**src/rtl/cst_pkg.sv**
```systemverilog
// Shared types and constants of the counting semaphore table.
package cst_pkg;

   localparam int NumSemsDefault    = 32;
   localparam int CountWidthDefault = 16;
   localparam int OpcodeW           = 2;
   localparam int HandleW           = 6;
   localparam int InitW             = 16;
   localparam int QueueDepth        = 2;

   typedef enum logic [OpcodeW-1:0] {
      OP_OPEN  = 2'd0,
      OP_CLOSE = 2'd1,
      OP_UP    = 2'd2,
      OP_DOWN  = 2'd3
   } op_type;

   typedef struct packed {
      op_type op;
      logic   reject;
   } cmd_type;

   typedef enum logic {
      BK_FETCH,
      BK_EXEC
   } bk_state_type;

endpackage

```
**src/rtl/cst_ifs.sv**
```systemverilog
// Request and response channel interfaces of the counting semaphore table.
interface cst_req_if;
   import cst_pkg::*;

   logic                     valid;
   logic                     ready;
   logic [OpcodeW-1:0]       opcode;
   logic [HandleW-1:0]       sem_handle;
   logic signed [InitW-1:0]  initial_count;

   modport source (output valid, output opcode, output sem_handle, output initial_count,
                   input ready);
   modport sink   (input valid, input opcode, input sem_handle, input initial_count,
                   output ready);
endinterface

interface cst_rsp_if;
   import cst_pkg::*;

   logic               valid;
   logic               ready;
   logic               status;
   logic [HandleW-1:0] handle_out;
   logic               wake;
   logic               blocked;

   modport source (output valid, output status, output handle_out, output wake,
                   output blocked, input ready);
   modport sink   (input valid, input status, input handle_out, input wake,
                   input blocked, output ready);
endinterface

```
**src/rtl/cst_front.sv**
```systemverilog
// Request decoder and command queue ahead of the semaphore execution stage.
module cst_front #(
   parameter int NUM_SEMS    = cst_pkg::NumSemsDefault,
   parameter int COUNT_WIDTH = cst_pkg::CountWidthDefault,
   localparam int IdxW       = (NUM_SEMS > 1) ? $clog2(NUM_SEMS) : 1
) (
   input  logic                   clock,
   input  logic                   reset,
   cst_req_if.sink                req_bus,
   output logic                   q_valid,
   input  logic                   q_ready,
   output cst_pkg::cmd_type       q_cmd,
   output logic [IdxW-1:0]        q_idx,
   output logic [COUNT_WIDTH-1:0] q_count
);
   import cst_pkg::*;

   localparam int PtrW  = (QueueDepth > 1) ? $clog2(QueueDepth) : 1;
   localparam int FillW = $clog2(QueueDepth + 1);
   localparam logic [32:0] CountMax = (33'd1 << COUNT_WIDTH) - 33'd1;

   cmd_type                 cmd_mem   [QueueDepth];
   logic [IdxW-1:0]         idx_mem   [QueueDepth];
   logic [COUNT_WIDTH-1:0]  count_mem [QueueDepth];

   logic [PtrW-1:0]  wr_ptr_ff, wr_ptr_in;
   logic [PtrW-1:0]  rd_ptr_ff, rd_ptr_in;
   logic [FillW-1:0] fill_ff, fill_in;

   op_type       op;
   logic         handle_bad;
   logic         count_bad;
   cmd_type      cmd;
   logic [8:0]   handle_less;
   logic [31:0]  init_wide;
   logic         push;
   logic         pop;

   // Classification depends only on the beat itself, never on table state.
   always_comb begin
      op          = op_type'(req_bus.opcode);
      handle_bad  = (req_bus.sem_handle == '0) ||
                    (9'(req_bus.sem_handle) > 9'(NUM_SEMS));
      count_bad   = req_bus.initial_count[InitW-1] ||
                    ({17'b0, req_bus.initial_count} > CountMax);
      cmd.op      = op;
      cmd.reject  = (op == OP_OPEN) ? count_bad : handle_bad;
      handle_less = 9'(req_bus.sem_handle) - 9'd1;
      init_wide   = {16'b0, req_bus.initial_count};
   end

   assign req_bus.ready = (fill_ff != FillW'(QueueDepth));
   assign push          = req_bus.valid && req_bus.ready;
   assign q_valid       = (fill_ff != '0);
   assign pop           = q_valid && q_ready;

   always_comb begin
      wr_ptr_in = wr_ptr_ff;
      rd_ptr_in = rd_ptr_ff;
      if (push) begin
         wr_ptr_in = (wr_ptr_ff == PtrW'(QueueDepth - 1)) ? '0 : wr_ptr_ff + PtrW'(1);
      end
      if (pop) begin
         rd_ptr_in = (rd_ptr_ff == PtrW'(QueueDepth - 1)) ? '0 : rd_ptr_ff + PtrW'(1);
      end
      fill_in = fill_ff + FillW'(push) - FillW'(pop);
   end

   always_ff @(posedge clock) begin
      if (reset) begin
         wr_ptr_ff <= '0;
         rd_ptr_ff <= '0;
         fill_ff   <= '0;
      end else begin
         wr_ptr_ff <= wr_ptr_in;
         rd_ptr_ff <= rd_ptr_in;
         fill_ff   <= fill_in;
      end
   end

   always_ff @(posedge clock) begin
      if (push) begin
         cmd_mem[wr_ptr_ff]   <= cmd;
         idx_mem[wr_ptr_ff]   <= handle_less[IdxW-1:0];
         count_mem[wr_ptr_ff] <= init_wide[COUNT_WIDTH-1:0];
      end
   end

   assign q_cmd   = cmd_mem[rd_ptr_ff];
   assign q_idx   = idx_mem[rd_ptr_ff];
   assign q_count = count_mem[rd_ptr_ff];

endmodule

```
**src/rtl/cst_back.sv**
```systemverilog
// Execution stage: slot flags, count memory and the response register.
module cst_back #(
   parameter int NUM_SEMS    = cst_pkg::NumSemsDefault,
   parameter int COUNT_WIDTH = cst_pkg::CountWidthDefault,
   localparam int IdxW       = (NUM_SEMS > 1) ? $clog2(NUM_SEMS) : 1
) (
   input  logic                   clock,
   input  logic                   reset,
   input  logic                   q_valid,
   output logic                   q_ready,
   input  cst_pkg::cmd_type       q_cmd,
   input  logic [IdxW-1:0]        q_idx,
   input  logic [COUNT_WIDTH-1:0] q_count,
   cst_rsp_if.source              rsp_bus
);
   import cst_pkg::*;

   bk_state_type state_ff, state_in;

   cmd_type                cmd_ff;
   logic [IdxW-1:0]        idx_ff;
   logic [COUNT_WIDTH-1:0] init_ff;
   logic [COUNT_WIDTH-1:0] cnt_ff;
   logic                   open_ff;
   logic [IdxW-1:0]        free_ff, free_in;
   logic                   full_ff, full_in;
   logic [NUM_SEMS-1:0]    slot_open_ff, slot_open_in;

   logic                   rsp_valid_ff;
   logic                   status_ff, status_in;
   logic [HandleW-1:0]     handle_ff, handle_in;
   logic                   wake_ff, wake_in;
   logic                   blocked_ff, blocked_in;

   logic [COUNT_WIDTH-1:0] count_mem [NUM_SEMS];

   logic                   fetch;
   logic                   exec_go;
   logic                   mem_we;
   logic [IdxW-1:0]        mem_addr;
   logic [COUNT_WIDTH-1:0] mem_wdata;
   logic [8:0]             handle_wide;

   // Lowest closed slot, taken while the command is fetched.
   always_comb begin
      free_in = '0;
      full_in = 1'b1;
      for (int i = NUM_SEMS - 1; i >= 0; i--) begin
         if (!slot_open_ff[i]) begin
            free_in = IdxW'(i);
            full_in = 1'b0;
         end
      end
   end

   always_comb begin
      state_in = state_ff;
      unique case (state_ff)
         BK_FETCH: begin
            if (q_valid) begin
               state_in = BK_EXEC;
            end
         end
         BK_EXEC: begin
            if (!rsp_valid_ff || rsp_bus.ready) begin
               state_in = BK_FETCH;
            end
         end
         default: state_in = BK_FETCH;
      endcase
   end

   always_comb begin
      q_ready = 1'b0;
      exec_go = 1'b0;
      unique case (state_ff)
         BK_FETCH: q_ready = 1'b1;
         BK_EXEC:  exec_go = !rsp_valid_ff || rsp_bus.ready;
         default: begin
            q_ready = 1'b0;
            exec_go = 1'b0;
         end
      endcase
   end

   assign fetch       = q_valid && q_ready;
   assign handle_wide = 9'(free_ff) + 9'd1;

   always_comb begin
      status_in    = 1'b0;
      handle_in    = '0;
      wake_in      = 1'b0;
      blocked_in   = 1'b0;
      mem_we       = 1'b0;
      mem_addr     = idx_ff;
      mem_wdata    = cnt_ff;
      slot_open_in = slot_open_ff;
      if (cmd_ff.reject) begin
         status_in = 1'b1;
      end else begin
         unique case (cmd_ff.op)
            OP_OPEN: begin
               if (full_ff) begin
                  status_in = 1'b1;
               end else begin
                  slot_open_in[free_ff] = 1'b1;
                  mem_we                = 1'b1;
                  mem_addr              = free_ff;
                  mem_wdata             = init_ff;
                  handle_in             = handle_wide[HandleW-1:0];
               end
            end
            OP_CLOSE: begin
               slot_open_in[idx_ff] = 1'b0;
            end
            OP_UP: begin
               if (!open_ff || (cnt_ff == '1)) begin
                  status_in = 1'b1;
               end else begin
                  mem_we    = 1'b1;
                  mem_wdata = cnt_ff + COUNT_WIDTH'(1);
                  wake_in   = (cnt_ff == '0);
               end
            end
            OP_DOWN: begin
               if (!open_ff) begin
                  status_in = 1'b1;
               end else if (cnt_ff == '0) begin
                  blocked_in = 1'b1;
               end else begin
                  mem_we    = 1'b1;
                  mem_wdata = cnt_ff - COUNT_WIDTH'(1);
               end
            end
            default: status_in = 1'b1;
         endcase
      end
   end

   always_ff @(posedge clock) begin
      if (reset) begin
         state_ff     <= BK_FETCH;
         slot_open_ff <= '0;
         rsp_valid_ff <= 1'b0;
      end else begin
         state_ff <= state_in;
         if (exec_go) begin
            slot_open_ff <= slot_open_in;
            rsp_valid_ff <= 1'b1;
         end else if (rsp_bus.ready) begin
            rsp_valid_ff <= 1'b0;
         end
      end
   end

   always_ff @(posedge clock) begin
      if (fetch) begin
         cmd_ff  <= q_cmd;
         idx_ff  <= q_idx;
         init_ff <= q_count;
         open_ff <= slot_open_ff[q_idx];
         free_ff <= free_in;
         full_ff <= full_in;
      end
   end

   always_ff @(posedge clock) begin
      if (exec_go) begin
         status_ff  <= status_in;
         handle_ff  <= handle_in;
         wake_ff    <= wake_in;
         blocked_ff <= blocked_in;
      end
   end

   // Count memory: registered read on fetch, write-back on execute.
   always_ff @(posedge clock) begin
      if (fetch) begin
         cnt_ff <= count_mem[q_idx];
      end
   end

   always_ff @(posedge clock) begin
      if (exec_go && mem_we) begin
         count_mem[mem_addr] <= mem_wdata;
      end
   end

   assign rsp_bus.valid      = rsp_valid_ff;
   assign rsp_bus.status     = status_ff;
   assign rsp_bus.handle_out = handle_ff;
   assign rsp_bus.wake       = wake_ff;
   assign rsp_bus.blocked    = blocked_ff;

endmodule

```
**src/rtl/counting_semaphore_table.sv**
```systemverilog
// Top level of the counting semaphore table.
//
// Each request beat on req_bus carries an opcode (open, close, up, down), a
// 1-based handle and an initial count for open. Exactly one response beat
// follows on rsp_bus for every request, in order: status, the handle granted
// by open, a wake flag for an up from zero and a blocked flag for a down at
// zero.
// A request is decoded into a two-entry command queue; the execution stage
// then fetches the command, reads the count memory and finds the lowest
// closed slot in its fetch state, and writes back and loads the response
// register in its execute state. It takes no new command from the queue
// until the current one has been written back.
// If the receiver stalls, the response register holds its beat, the queue
// keeps accepting until it is full and then req_bus.ready falls.
// Synchronous reset closes every slot and empties the queue and the response
// register; counts are written by open before they are ever used.
module counting_semaphore_table #(
   parameter int NUM_SEMS    = cst_pkg::NumSemsDefault,
   parameter int COUNT_WIDTH = cst_pkg::CountWidthDefault
) (
   input logic       clock,
   input logic       reset,
   cst_req_if.sink   req_bus,
   cst_rsp_if.source rsp_bus
);
   import cst_pkg::*;

   localparam int IdxW = (NUM_SEMS > 1) ? $clog2(NUM_SEMS) : 1;

   logic                   q_valid;
   logic                   q_ready;
   cmd_type                q_cmd;
   logic [IdxW-1:0]        q_idx;
   logic [COUNT_WIDTH-1:0] q_count;

   cst_front #(
      .NUM_SEMS    (NUM_SEMS),
      .COUNT_WIDTH (COUNT_WIDTH)
   ) u_front (
      .clock   (clock),
      .reset   (reset),
      .req_bus (req_bus),
      .q_valid (q_valid),
      .q_ready (q_ready),
      .q_cmd   (q_cmd),
      .q_idx   (q_idx),
      .q_count (q_count)
   );

   cst_back #(
      .NUM_SEMS    (NUM_SEMS),
      .COUNT_WIDTH (COUNT_WIDTH)
   ) u_back (
      .clock   (clock),
      .reset   (reset),
      .q_valid (q_valid),
      .q_ready (q_ready),
      .q_cmd   (q_cmd),
      .q_idx   (q_idx),
      .q_count (q_count),
      .rsp_bus (rsp_bus)
   );

`ifndef SYNTHESIS
   a_reset_clears_rsp: assert property (@(posedge clock)
      $past(reset) |-> !rsp_bus.valid)
      else $error("Response beat present straight after reset.");

   a_handle_only_on_success: assert property (@(posedge clock) disable iff (reset)
      rsp_bus.valid && (rsp_bus.handle_out != '0) |->
         !rsp_bus.status && !rsp_bus.wake && !rsp_bus.blocked)
      else $error("Granted handle returned with an error or a flag.");

   a_flags_clean: assert property (@(posedge clock) disable iff (reset)
      rsp_bus.valid && (rsp_bus.wake || rsp_bus.blocked) |->
         !rsp_bus.status && (rsp_bus.handle_out == '0) &&
         !(rsp_bus.wake && rsp_bus.blocked))
      else $error("Wake or blocked flag raised with a conflicting field.");

   a_fetch_then_execute: assert property (@(posedge clock) disable iff (reset)
      q_valid && q_ready |=> !q_ready)
      else $error("Execution stage fetched two commands in consecutive cycles.");
`endif

endmodule
```
**src/flat_wrapper.sv**
```systemverilog
// flat-port wrapper written by rule: the top's interface ports become plain ports
module counting_semaphore_table_flat import cst_pkg::*;
#(
   parameter int NUM_SEMS    = cst_pkg::NumSemsDefault,
   parameter int COUNT_WIDTH = cst_pkg::CountWidthDefault
)
  (clock, reset, req_bus_valid, req_bus_opcode, req_bus_sem_handle, req_bus_initial_count, req_bus_ready, rsp_bus_valid, rsp_bus_status, rsp_bus_handle_out, rsp_bus_wake, rsp_bus_blocked, rsp_bus_ready);
  cst_req_if req_bus_i ();
  cst_rsp_if rsp_bus_i ();
  input logic clock;
  input logic reset;
  input wire logic [$bits(req_bus_i.valid)-1:0] req_bus_valid;
  input wire logic [$bits(req_bus_i.opcode)-1:0] req_bus_opcode;
  input wire logic [$bits(req_bus_i.sem_handle)-1:0] req_bus_sem_handle;
  input wire logic [$bits(req_bus_i.initial_count)-1:0] req_bus_initial_count;
  output wire logic [$bits(req_bus_i.ready)-1:0] req_bus_ready;
  output wire logic [$bits(rsp_bus_i.valid)-1:0] rsp_bus_valid;
  output wire logic [$bits(rsp_bus_i.status)-1:0] rsp_bus_status;
  output wire logic [$bits(rsp_bus_i.handle_out)-1:0] rsp_bus_handle_out;
  output wire logic [$bits(rsp_bus_i.wake)-1:0] rsp_bus_wake;
  output wire logic [$bits(rsp_bus_i.blocked)-1:0] rsp_bus_blocked;
  input wire logic [$bits(rsp_bus_i.ready)-1:0] rsp_bus_ready;
  assign req_bus_i.valid = req_bus_valid;
  assign req_bus_i.opcode = req_bus_opcode;
  assign req_bus_i.sem_handle = req_bus_sem_handle;
  assign req_bus_i.initial_count = req_bus_initial_count;
  assign req_bus_ready = req_bus_i.ready;
  assign rsp_bus_valid = rsp_bus_i.valid;
  assign rsp_bus_status = rsp_bus_i.status;
  assign rsp_bus_handle_out = rsp_bus_i.handle_out;
  assign rsp_bus_wake = rsp_bus_i.wake;
  assign rsp_bus_blocked = rsp_bus_i.blocked;
  assign rsp_bus_i.ready = rsp_bus_ready;
  counting_semaphore_table #(.NUM_SEMS(NUM_SEMS), .COUNT_WIDTH(COUNT_WIDTH)) u_core (.clock(clock), .reset(reset), .req_bus(req_bus_i), .rsp_bus(rsp_bus_i));
endmodule
```
**config.mk**
```make
export PLATFORM = sky130hd
export DESIGN_NAME = counting_semaphore_table_flat
export DESIGN_NICKNAME = d
export VERILOG_FILES = /design/src/rtl/cst_pkg.sv /design/src/rtl/cst_ifs.sv /design/src/rtl/cst_front.sv /design/src/rtl/cst_back.sv /design/src/rtl/counting_semaphore_table.sv /design/src/flat_wrapper.sv
export SDC_FILE = /design/constraint.sdc
export NUM_CORES = 1
export LEC_CHECK = 0
export ABC_AREA = 1
export BUFFER_PORTS_ARGS = -buffer_cell sky130_fd_sc_hd__buf_2
export CAP_MARGIN = 15
export CORE_MARGIN = 1
export CORE_UTILIZATION = 30
export CTS_CLUSTER_DIAMETER = 200
export CTS_CLUSTER_SIZE = 12
export DETAILED_ROUTE_END_ITERATION = 10
export PLACE_DENSITY_LB_ADDON = 0.25
export SETUP_SLACK_MARGIN = 0.2
export SLEW_MARGIN = 20
export SYNTH_ARGS = -nofsm -noshare
export SYNTH_HDL_FRONTEND = slang
export SYNTH_SLANG_ARGS = --single-unit
export TNS_END_PERCENT = 20
```
**constraint.sdc**
```tcl
create_clock -name clock -period 7 [get_ports clock]
set_input_delay 0.7 -clock clock [delete_from_list [all_inputs] [get_ports clock]]
set_output_delay 0.7 -clock clock [all_outputs]
set_load 0.05 [all_outputs]
```
## Word level (Yosys, flattened, before mapping)

Memories as Yosys holds them, arrays and structs flattened. A register that Yosys moved wholly into a read port is not among the register bits.
Index checks and enable logic that the tools add are counted.

| cells by class | value |
|---|---|
| multiplexer cells | 76 |
| $lt $le $gt $ge | 6 |
| add/sub/neg operators | 8 |
| equal/unequal tests | 6 |
| bitwise logic cells | 9 |
| reduce and logical (&&, ||, !) cells | 26 |

Operator list:

| cell | count |
|---|---|
| $mux W5 | 19 |
| $mux W16 | 5 |
| $pmux W32 S2 | 1 |
| $pmux W16 S3 | 1 |
| $and A32 B32 Y32 | 1 |
| $mux W32 | 1 |
| $mux W4 | 8 |
| $not A32 Y32 | 1 |
| $or A32 B32 Y32 | 1 |
| $reduce_and A31 Y1 | 1 |
| $mux W1 | 29 |
| $lt A5 B6 Y1 const B | 3 |
| $add A16 B1 Y16 const B | 1 |
| $eq A16 B16 Y1 const B | 1 |
| $logic_not A16 Y1 | 1 |
| $reduce_and A16 Y1 | 1 |
| $sub A16 B1 Y16 const B | 1 |
| $mux W3 | 4 |
| $demux W1 S5 | 2 |
| $ge A5 B1 Y1 const B | 2 |
| $reduce_or A3 Y1 | 3 |
| $reduce_and A4 Y1 | 2 |
| $reduce_and A8 Y1 | 1 |
| $add A5 B1 Y6 const B | 1 |
| 20 further kinds | 40 |

| word-level totals | value |
|---|---|
| input bits | 28 |
| register bits | 59 |
| memories kept | 4 |
| word-level logic and storage cells | 153 |
| memory bits (writable) | 560 |

Memories:

| memory | words | width | read ports | clocked after memory_dff | write ports | line | source |
|---|---|---|---|---|---|---|---|
| u_core.u_back.count_mem | 32 | 16 | 1 | 1 | 1 | cst_back.sv:35 | `logic [COUNT_WIDTH-1:0] count_mem [NUM_SEMS];` |
| u_core.u_front.count_mem | 2 | 16 | 1 | 1 | 1 | cst_front.sv:24 | `logic [COUNT_WIDTH-1:0] count_mem [QueueDepth];` |
| u_core.u_front.idx_mem | 2 | 5 | 1 | 1 | 1 | cst_front.sv:23 | `logic [IdxW-1:0] idx_mem [QueueDepth];` |
| u_core.u_front.cmd_mem | 2 | 3 | 1 | 1 | 1 | cst_front.sv:22 | `cmd_type cmd_mem [QueueDepth];` |

## Depth between registers and ports, before layout

Gate-level depths: netlist of run 1.

| logic depth | value |
|---|---|
| word-level depth | 31 |
| gate-level depth with buffers | 31 |
| depth with buffers taken out | 31 |

## Modules after synthesis

Synthesis of run 1 repeated with hierarchy kept, for this count alone.

| unflattened totals | value |
|---|---|
| cells, all modules | 2265 |
| area total of the unflattened synthesis | 27635.3 µm² |

Modules (own cells, without submodules):

| module | instances | cells an instance | sequential area each (µm²) | area an instance (µm²) |
|---|---|---|---|---|
| cst_back | 1 | 2133 | 17737.0 | 25426.9 |
| cst_front | 1 | 132 | 1541.5 | 2208.4 |

## Least setup slack after synthesis of run 1

OpenSTA, ideal clock, no wires.

| path | value |
|---|---|
| path type | reg2reg |
| from | register u_core.u_front.fill_ff[1] |
| to | register u_core.u_front.fill_ff[1] |
| data arrival time | 3.951 ns |
| path buffers | 0 |
| slack | 2.979 ns |
| stages on the path, launching flop included | 9 |
| clock period less this slack | 4.021 ns |
| cells stage by stage | dfxtp_1 > inv_1 > a21oi_1 > ha_1 > inv_1 > ha_1 > xor2_1 > o21ai_0 > a21oi_1 |

| between the ends | value |
|---|---|
| elaborated cells on any way between the ends | 6 |

RTL lines:

| item | line | source |
|---|---|---|
| from (decl) | cst_front.sv:28 | `logic [FillW-1:0] fill_ff, fill_in;` |
| from (signal assigned) | cst_front.sv:77 | `fill_ff <= fill_in;` |
| $reduce_bool A2 Y1 | cst_front.sv:54 | `assign q_valid = (fill_ff != '0);` |
| $logic_and A1 B1 Y1 | - |  |
| named net u_core.u_back.fetch | cst_back.sv:37 | `logic fetch;` |
| $sub A2 B1 Y2 | cst_front.sv:66 | `fill_in = fill_ff + FillW'(push) - FillW'(pop);` |

The timed path passes the listed nets, and every way through them passes these cells.
A chain may end at the register's enable or synchronous reset.

==> impl_metrics.py, run 1 <==
metrics = {
    "critical_path": {
        "path_cells": "inv_1, or2_1, o21ai_4, buf_12, inv_4, buf_4, o21ai_0, o221ai_1, nand3_1, nand2_1, a31oi_1, a31oi_1",
        "rr_endpoint": "u_core.u_back.cnt_ff[1]",
        "cp.required_ps": 7360,
        "reg2regPathDepth": 12,
        "critPathMostFrequentCell": "a31oi_1",
        "cp_slowest_stage_delay_ps": 580,
        "critPathLaunchType": "register",
        "cp_max_fo": 137,
        "crit_path_end_kind": "register",
        "path_class": "register to register",
        "crit_slowest_cell": "dfxtp_1",
        "rrSetupSlack_ps": 2730,
        "worstPathArrival_ps": 4620,
    },
    "pwr": {
        "switchingPower_mw": 5.77,
        "power_frac_clock_pct": 20.8,
        "power_mw": 14.0,
        "p_leak_nw": 10.0,
        "sw_frac_of_total_pct": 41.1,
        "p_int_mw": 8.25,
        "seq_power_share_pct": 42.0,
        "comb_power_share_pct": 37.2,
        "p_per_area_mw_per_mm2": 456,
        "ir_drop_uv": 258,
    },
    "route": {
        "viasPerCell": 5.35,
        "wl_met1_mm": 35.3,
        "ant_nets": 0,
        "wl_met2_mm": 39.1,
        "wl_met3_mm": 4.40,
        "wl_per_cell_um": 23.2,
        "num_vias": 18600,
        "drc_errors": 0,
        "highest_layer": "met4",
        "drt_wl_total_mm": 80.7,
        "drtIter0Drc": 1889,
        "dr.pass1.iters": 5,
    },
    "place": {
        "numPortBuffers": 38,
        "routabilityCongestion": 0.867,
        "dp_hpwl_mm": 46.5,
    },
    "global_route": {
        "grt_pass1_wl_mm": 119,
        "grt_use_total_pct": 17.1,
        "overflow": 0,
        "grt_max_degree": 162,
        "grt_pass1_vias": 18100,
        "antenna_found_initial": 0,
    },
    "sta": {
        "skew_ps": 31.0,
        "min_period_over_period_pct": 61.0,
        "tightest_slew_ps": 1130,
        "fin_crit_ps": 4270,
        "slew_violations": 0,
        "tns_ps": 0,
        "slew_headroom_pct": 24.6,
        "fmax_mhz": 234,
        "setup_viol": 0,
        "hold_viol": 0,
        "rsz0062_at_grt": "no",
    },
    "synthesis": {
        "synth_edf_count": 616,
        "synthTopCellsByCount": "616 x edfxtp_1, 359 x nor2_1, 346 x o21ai_0",
        "ys_ff_latch": 655,
        "syn_inst": 2258,
        "yosysSeqAreaShare_pct": 70.5,
        "synthFlopType": "edfxtp_1",
        "yosys-top-cells-area": "edfxtp_1 68%, o21ai_0 6.3%, nor2_1 4.9%",
        "yosysMostFrequentCell": "edfxtp_1",
        "synth_area_sq_mm": 0.0273,
        "synth_fp_nets": 2297,
        "synth_area_leader_cell": "edfxtp_1",
        "ys_warn_count": 0,
        "ys_types": 50,
        "avgSynthCellArea_sq_um": 12.1,
        "yosys.area.top_type_share_pct": 67.6,
        "async_flop_share_pct": 0,
    },
    "min_path": {
        "hold_path_depth": 1,
        "hold_class": "input pin to register",
        "whs_endpoint": "u_core.u_front.count_mem[0][1]",
        "holdCritStartpoint": "req_bus_initial_count[1]",
    },
    "clock_tree": {
        "cts_tree": "built",
        "holdBufCountCts": 0,
        "path_clk_slew_ps": 70,
        "cts_buffers": 60,
        "clock-sinks": 655,
        "cts_setup_buffers": 0,
        "cts-root-buf": "clkbuf_16",
        "clk_latency_ps": 660,
        "clk_path_buf_depth": 3,
        "htreeDepth": 2,
        "ctsResizeCount": 0,
    },
    "floorplan": {
        "rows": 110,
        "start_util_pct": 30.3,
        "die_x_um": 304,
        "die_y_um": 304,
        "die-area_sq_mm": 0.0924,
        "io-pin-count": 39,
        "core_sq_mm": 0.0901,
    },
    "status": {
        "outcome": "completed",
    },
    "finish": {
        "n_fill_cell": 8719,
        "area_growth_pct": 12.4,
        "final_nets": 2325,
        "final_layout_size_suffix_gt1_share_pct": 9.35,
        "diodes": 0,
    },
    "run": {
        "drv_cap": 0,
    },
}
power by group through the flow:
stage	Clock, mW	Sequential, mW	Combinational (mW)
CTS	2.98	5.89	5.23
global placement	0	5.97	5.15
detailed placement	0	5.97	5.21
global route	3.12	5.91	5.63
floorplan	0	5.88	2.94
finish	2.91	5.89	5.21
flip-flops by register name, indices dropped and copies added (netlist names), 6 cells and up, named ones only:
name / count
u_core.u_back.count_mem: 512
u_core.u_back.slot_open_ff: 32
u_core.u_front.count_mem: 32
u_core.u_back.cnt_ff: 16
u_core.u_back.init_ff: 16
u_core.u_front.idx_mem: 10
u_core.u_back.rsp_bus.handle_out: 6
u_core.u_front.cmd_mem: 6
worst max-delay path: cells and delay by family, from the launching register on:
family | cells | cell delay, ps
DFF | 1 | 580
and+or+nand+nor | 3 | 470
buffers and inverters | 4 | 1490
AOI/OAI and AO/OA | 5 | 1140
layout by cell type (no fill, tap or decap), types with 3 or more instances in the layout:
cell and n:
a21oi_1 71, clkbuf_16 60, inv_1 110, clkbuf_1 11, nor3_1 12, nand3_1 70
buf_4 61, a221oi_1 14, o211ai_1 28, a31oi_1 33, xor2_1 8, buf_2 38
dfxtp_1 39, edfxtp_1 616, or2_2 4, a32oi_2 4, nor2_4 5, o21ai_0 344
nand2_2 3, o211a_1 31, nor2_1 351, o22ai_1 25, nor3_2 4, inv_2 4
nand2_1 174, o221ai_1 104, nor2_2 8, ha_1 11, a311oi_1 4, o21ai_4 3
nor4_1 10
how the worst max path moves through the flow:
stage,from,end,slack (ps),depth (start not counted)
floorplan,u_core.u_front.fill_ff[1],u_core.u_front.fill_ff[1],2980,8
global placement,register,u_core.u_back.cnt_ff[1],2830,12
detailed placement,register,u_core.u_back.cnt_ff[1],2800,12
CTS,register,u_core.u_back.cnt_ff[1],2770,12
global route,u_core.u_back.cmd_ff[2],u_core.u_back.count_mem[19][13],2540,10
finish,register,u_core.u_back.cnt_ff[1],2730,12
kinds of logic after synthesis:
group / count (synthesis) / share of synthesized area, %
DFF: 655 / 70.5
adders and majority gates: 11 / 0.503
AOI/OAI and AO/OA: 675 / 15.3
and+or+nand+nor: 656 / 9.95
xor gates and xnor gates: 8 / 0.256
buffers and inverters: 253 / 3.52
cell type report:
type / instances / area [sq um] / area share [%]
clock buffers: 71 / 1540 / 5.02
clock inverters: 4 / 52.6 / 0.171
inverters: 119 / 459 / 1.49
multi-input cells: 1350 / 7260 / 23.6
flip-flops and latches: 655 / 19300 / 62.7
well taps: 1176 / 1470 / 4.79
repair buffers: 100 / 668 / 2.17
through the flow:
step                util [%]  hold WS, ps  std cells  cell area (sq um)  setup WS (ps)
floorplan                  -          443       2258              27400           2980
global placement        32.3          464       3400              29100           2830
detailed placement      32.3          504       3400              29100           2800
CTS                     34.1          195       3475              30700           2770
global route            34.1          211       3475              30700           2540
finish                  34.1          237       3475              30700           2730
metal layers:
layer / track usage, % / vias to the layer above
met5: 0 / -
met4: 5.43 / 0
met3: 2.17 / 110
li1: - / 8438
met1: 22.9 / 9445
met2: 28.6 / 610
Note: power is estimated with default switching activity, not from simulation.
==> run 2, diff against run 1 <==
ABC_AREA = 0   (was 1)
clock period = 3.78 ns   (was 7 ns; I/O delays follow)
==> run 2 against run 1 <==
Compared with the run above: core utilization rose by 1.1 points; clock-buffer cell count grew 10; critical endpoint is now u_core.u_back.cnt_ff[12]; final cell count down 6.6%; largest power group unchanged.
==> impl_metrics.py, run 2 <==
metrics = {
    "critical_path": {
        "crit_path_end_kind": "register",
        "worstPathArrival_ps": 3490,
        "cp.required_ps": 4030,
        "path_class": "register to register",
        "critPathLaunchType": "register",
        "cp_max_fo": 51,
    },
    "route": {
        "viasPerCell": 5.25,
        "num_vias": 17000,
        "wl_per_cell_um": 23.8,
        "drt_wl_total_mm": 77.2,
        "ant_nets": 0,
        "drc_errors": 0,
        "drtIter0Drc": 1564,
        "dr.pass1.iters": 6,
    },
    "synthesis": {
        "synth_area_sq_mm": 0.0271,
        "ys_warn_count": 0,
        "yosys-top-cells-area": "edfxtp_1 68%, mux4_2 5.6%, nand2_1 5.3%",
        "avgSynthCellArea_sq_um": 14.0,
        "syn_inst": 1932,
        "synth_edf_count": 616,
        "async_flop_share_pct": 0,
        "yosysMostFrequentCell": "edfxtp_1",
        "synthTopCellsByCount": "616 x edfxtp_1, 380 x nand2_1, 105 x nand3_1",
        "ys_types": 74,
        "ys_ff_latch": 655,
        "synthFlopType": "edfxtp_1",
        "yosysSeqAreaShare_pct": 71.1,
        "yosys.area.top_type_share_pct": 68.2,
        "synth_area_leader_cell": "edfxtp_1",
        "synth_fp_nets": 1971,
    },
    "finish": {
        "top_register": "u_core.u_back.count_mem",
        "layout_commonest_cell": "edfxtp_1",
        "final_cell_mix": "616 x edfxtp_1, 380 x nand2_1, 105 x nand3_1, 104 x buf_4, 83 x nor2_1",
        "area_growth_pct": 15.5,
        "regArea_sq_mm": 0.0193,
        "multiInputGateArea_sq_mm": 0.00743,
        "final_nets": 2098,
        "largest_reg_flops": 512,
        "final_layout_size_suffix_gt1_share_pct": 16.3,
        "n_fill_cell": 8578,
        "top_regs": "u_core.u_back.count_mem (512), u_core.u_back.slot_open_ff (32), u_core.u_front.count_mem (32)",
    },
    "place": {
        "numPortBuffers": 38,
        "routabilityCongestion": 0.906,
        "dp_hpwl_mm": 49.3,
    },
    "pwr": {
        "p_per_area_mw_per_mm2": 729,
        "p_leak_nw": 10.0,
        "ir_drop_uv": 471,
        "power_mw": 22.8,
    },
    "global_route": {
        "grt_max_degree": 77,
        "antenna_found_initial": 0,
        "overflow": 0,
        "grt_pass1_vias": 16800,
        "grt_use_total_pct": 16.9,
        "grt_pass1_wl_mm": 115,
    },
    "clock_tree": {
        "clk_path_buf_depth": 3,
        "cts_tree": "built",
        "clock-sinks": 655,
        "path_clk_slew_ps": 70,
        "cts_setup_buffers": 0,
        "htreeDepth": 2,
        "cts-root-buf": "clkbuf_16",
        "cts_buffers": 60,
        "clk_latency_ps": 650,
    },
    "sta": {
        "slew_violations": 0,
        "tightest_slew_ps": 1030,
        "fin_crit_ps": 3230,
        "fmax_mhz": 309,
        "hold_viol": 0,
        "setup_viol": 0,
        "rsz0062_at_grt": "no",
        "slew_headroom_pct": 31.4,
        "skew_ps": 25.7,
        "min_period_over_period_pct": 85.5,
        "tns_ps": 0,
    },
    "status": {
        "outcome": "completed",
    },
    "floorplan": {
        "rows": 109,
        "start_util_pct": 30.5,
        "core_sq_mm": 0.0889,
        "io-pin-count": 39,
        "die_y_um": 303,
        "die_x_um": 303,
        "die-area_sq_mm": 0.0916,
    },
    "run": {
        "drv_cap": 0,
    },
    "min_path": {
        "hold_class": "input pin to register",
    },
}
-- run 2: changes by cell type in the layout (fill, tap and decap cells not counted), sizes merged, moves of 33 or more --
cell and delta:
nand4 +43, mux4 +68, a22oi +36, inv -90
o21ai -284, nand2 +203, o221ai -104, buf +53
nor2 -279, nand3 +33
-- run 2: metrics by stage --
| stage | cell area [sq um] | std cells | setup slack [ps] | hold WS [ps] | utilization (%) |
|---|---|---|---|---|---|
| after detailed placement | 29500 | 3144 | 241 | 491 | 33.1 |
| final | 31300 | 3247 | 547 | 44.7 | 35.2 |
| after global routing | 31300 | 3246 | 444 | 43.0 | 35.2 |
| after floorplan | 27100 | 1932 | 223 | 467 | - |
| after global placement | 29500 | 3143 | 271 | 481 | 33.1 |
| after CTS | 31300 | 3246 | 211 | 3.64 | 35.2 |
-- run 2: layer usage --
layer / global-route usage [%] / vias up / wire length [um]
li1: - / 7629 / -
met2: 26.6 / 535 / 35700
met3: 2.04 / 106 / 3990
met1: 24.5 / 8764 / 35800
met4: 4.44 / 0 / 1760
met5: 0 / - / 0
-- run 2: worst paths after layout --
path                                from                     endpoint  slack (ps)  cells past startpoint
max                             register     u_core.u_back.cnt_ff[12]         550                      8
min                        rsp_bus_ready  u_core.u_back.rsp_bus.valid          40                      3
max reg2reg                     register     u_core.u_back.cnt_ff[12]         550                      8
min reg2reg  u_core.u_back.rsp_bus.valid  u_core.u_back.rsp_bus.valid         510                      2
-- run 2: cells by family (layout without fill, tap and decap cells) --
| family | count (synthesis) | in the layout | synth area share [%] |
|---|---|---|---|
| and+or+nand+nor | 735 | 735 | 12.3 |
| DFF | 655 | 655 | 71.1 |
| AOI/OAI and AO/OA | 291 | 291 | 7.01 |
| buffers and inverters | 135 | 284 | 1.99 |
| muxes | 93 | 93 | 6.66 |
| xor gates and xnor gates | 12 | 12 | 0.388 |
| adders and majority gates | 11 | 11 | 0.508 |
| other | 0 | 1 | 0 |
-- run 2: final cells by class --
| cell class | instances | share of cell area, % |
|---|---|---|
| Sequential cell | 655 | 61.6 |
| Inverter | 29 | 0.356 |
| Timing Repair Buffer | 171 | 4.36 |
| Clock inverter | 3 | 0.216 |
| Multi-Input combinational cell | 1142 | 23.7 |
| Clock buffer | 81 | 5.11 |
| Tap cell | 1165 | 4.65 |
| Antenna cell | 1 | 0.00799 |
-- run 2: report_power, final --
part,switching (mW),internal [mW]
sequential,0.477,9.94
combinational,4.96,1.94
clock,2.59,2.92
-- run 2: critical path, stage by stage (launching register included) --
cell	delay, ps
dfxtp_2	570
mux2i_4	390
inv_4	270
buf_4	300
nand2_1	70
and3_1	170
a31oi_1	60
o2111ai_1	520
nand4_1	440
-- run 2: repair_timing --
action | 4_1_cts | 5_1_grt
hold endpoints to repair | 36 | 0
hold buffers | 18 | 0
resized for setup | 0 | 1
endpoints found under the setup margin | 0 | 2
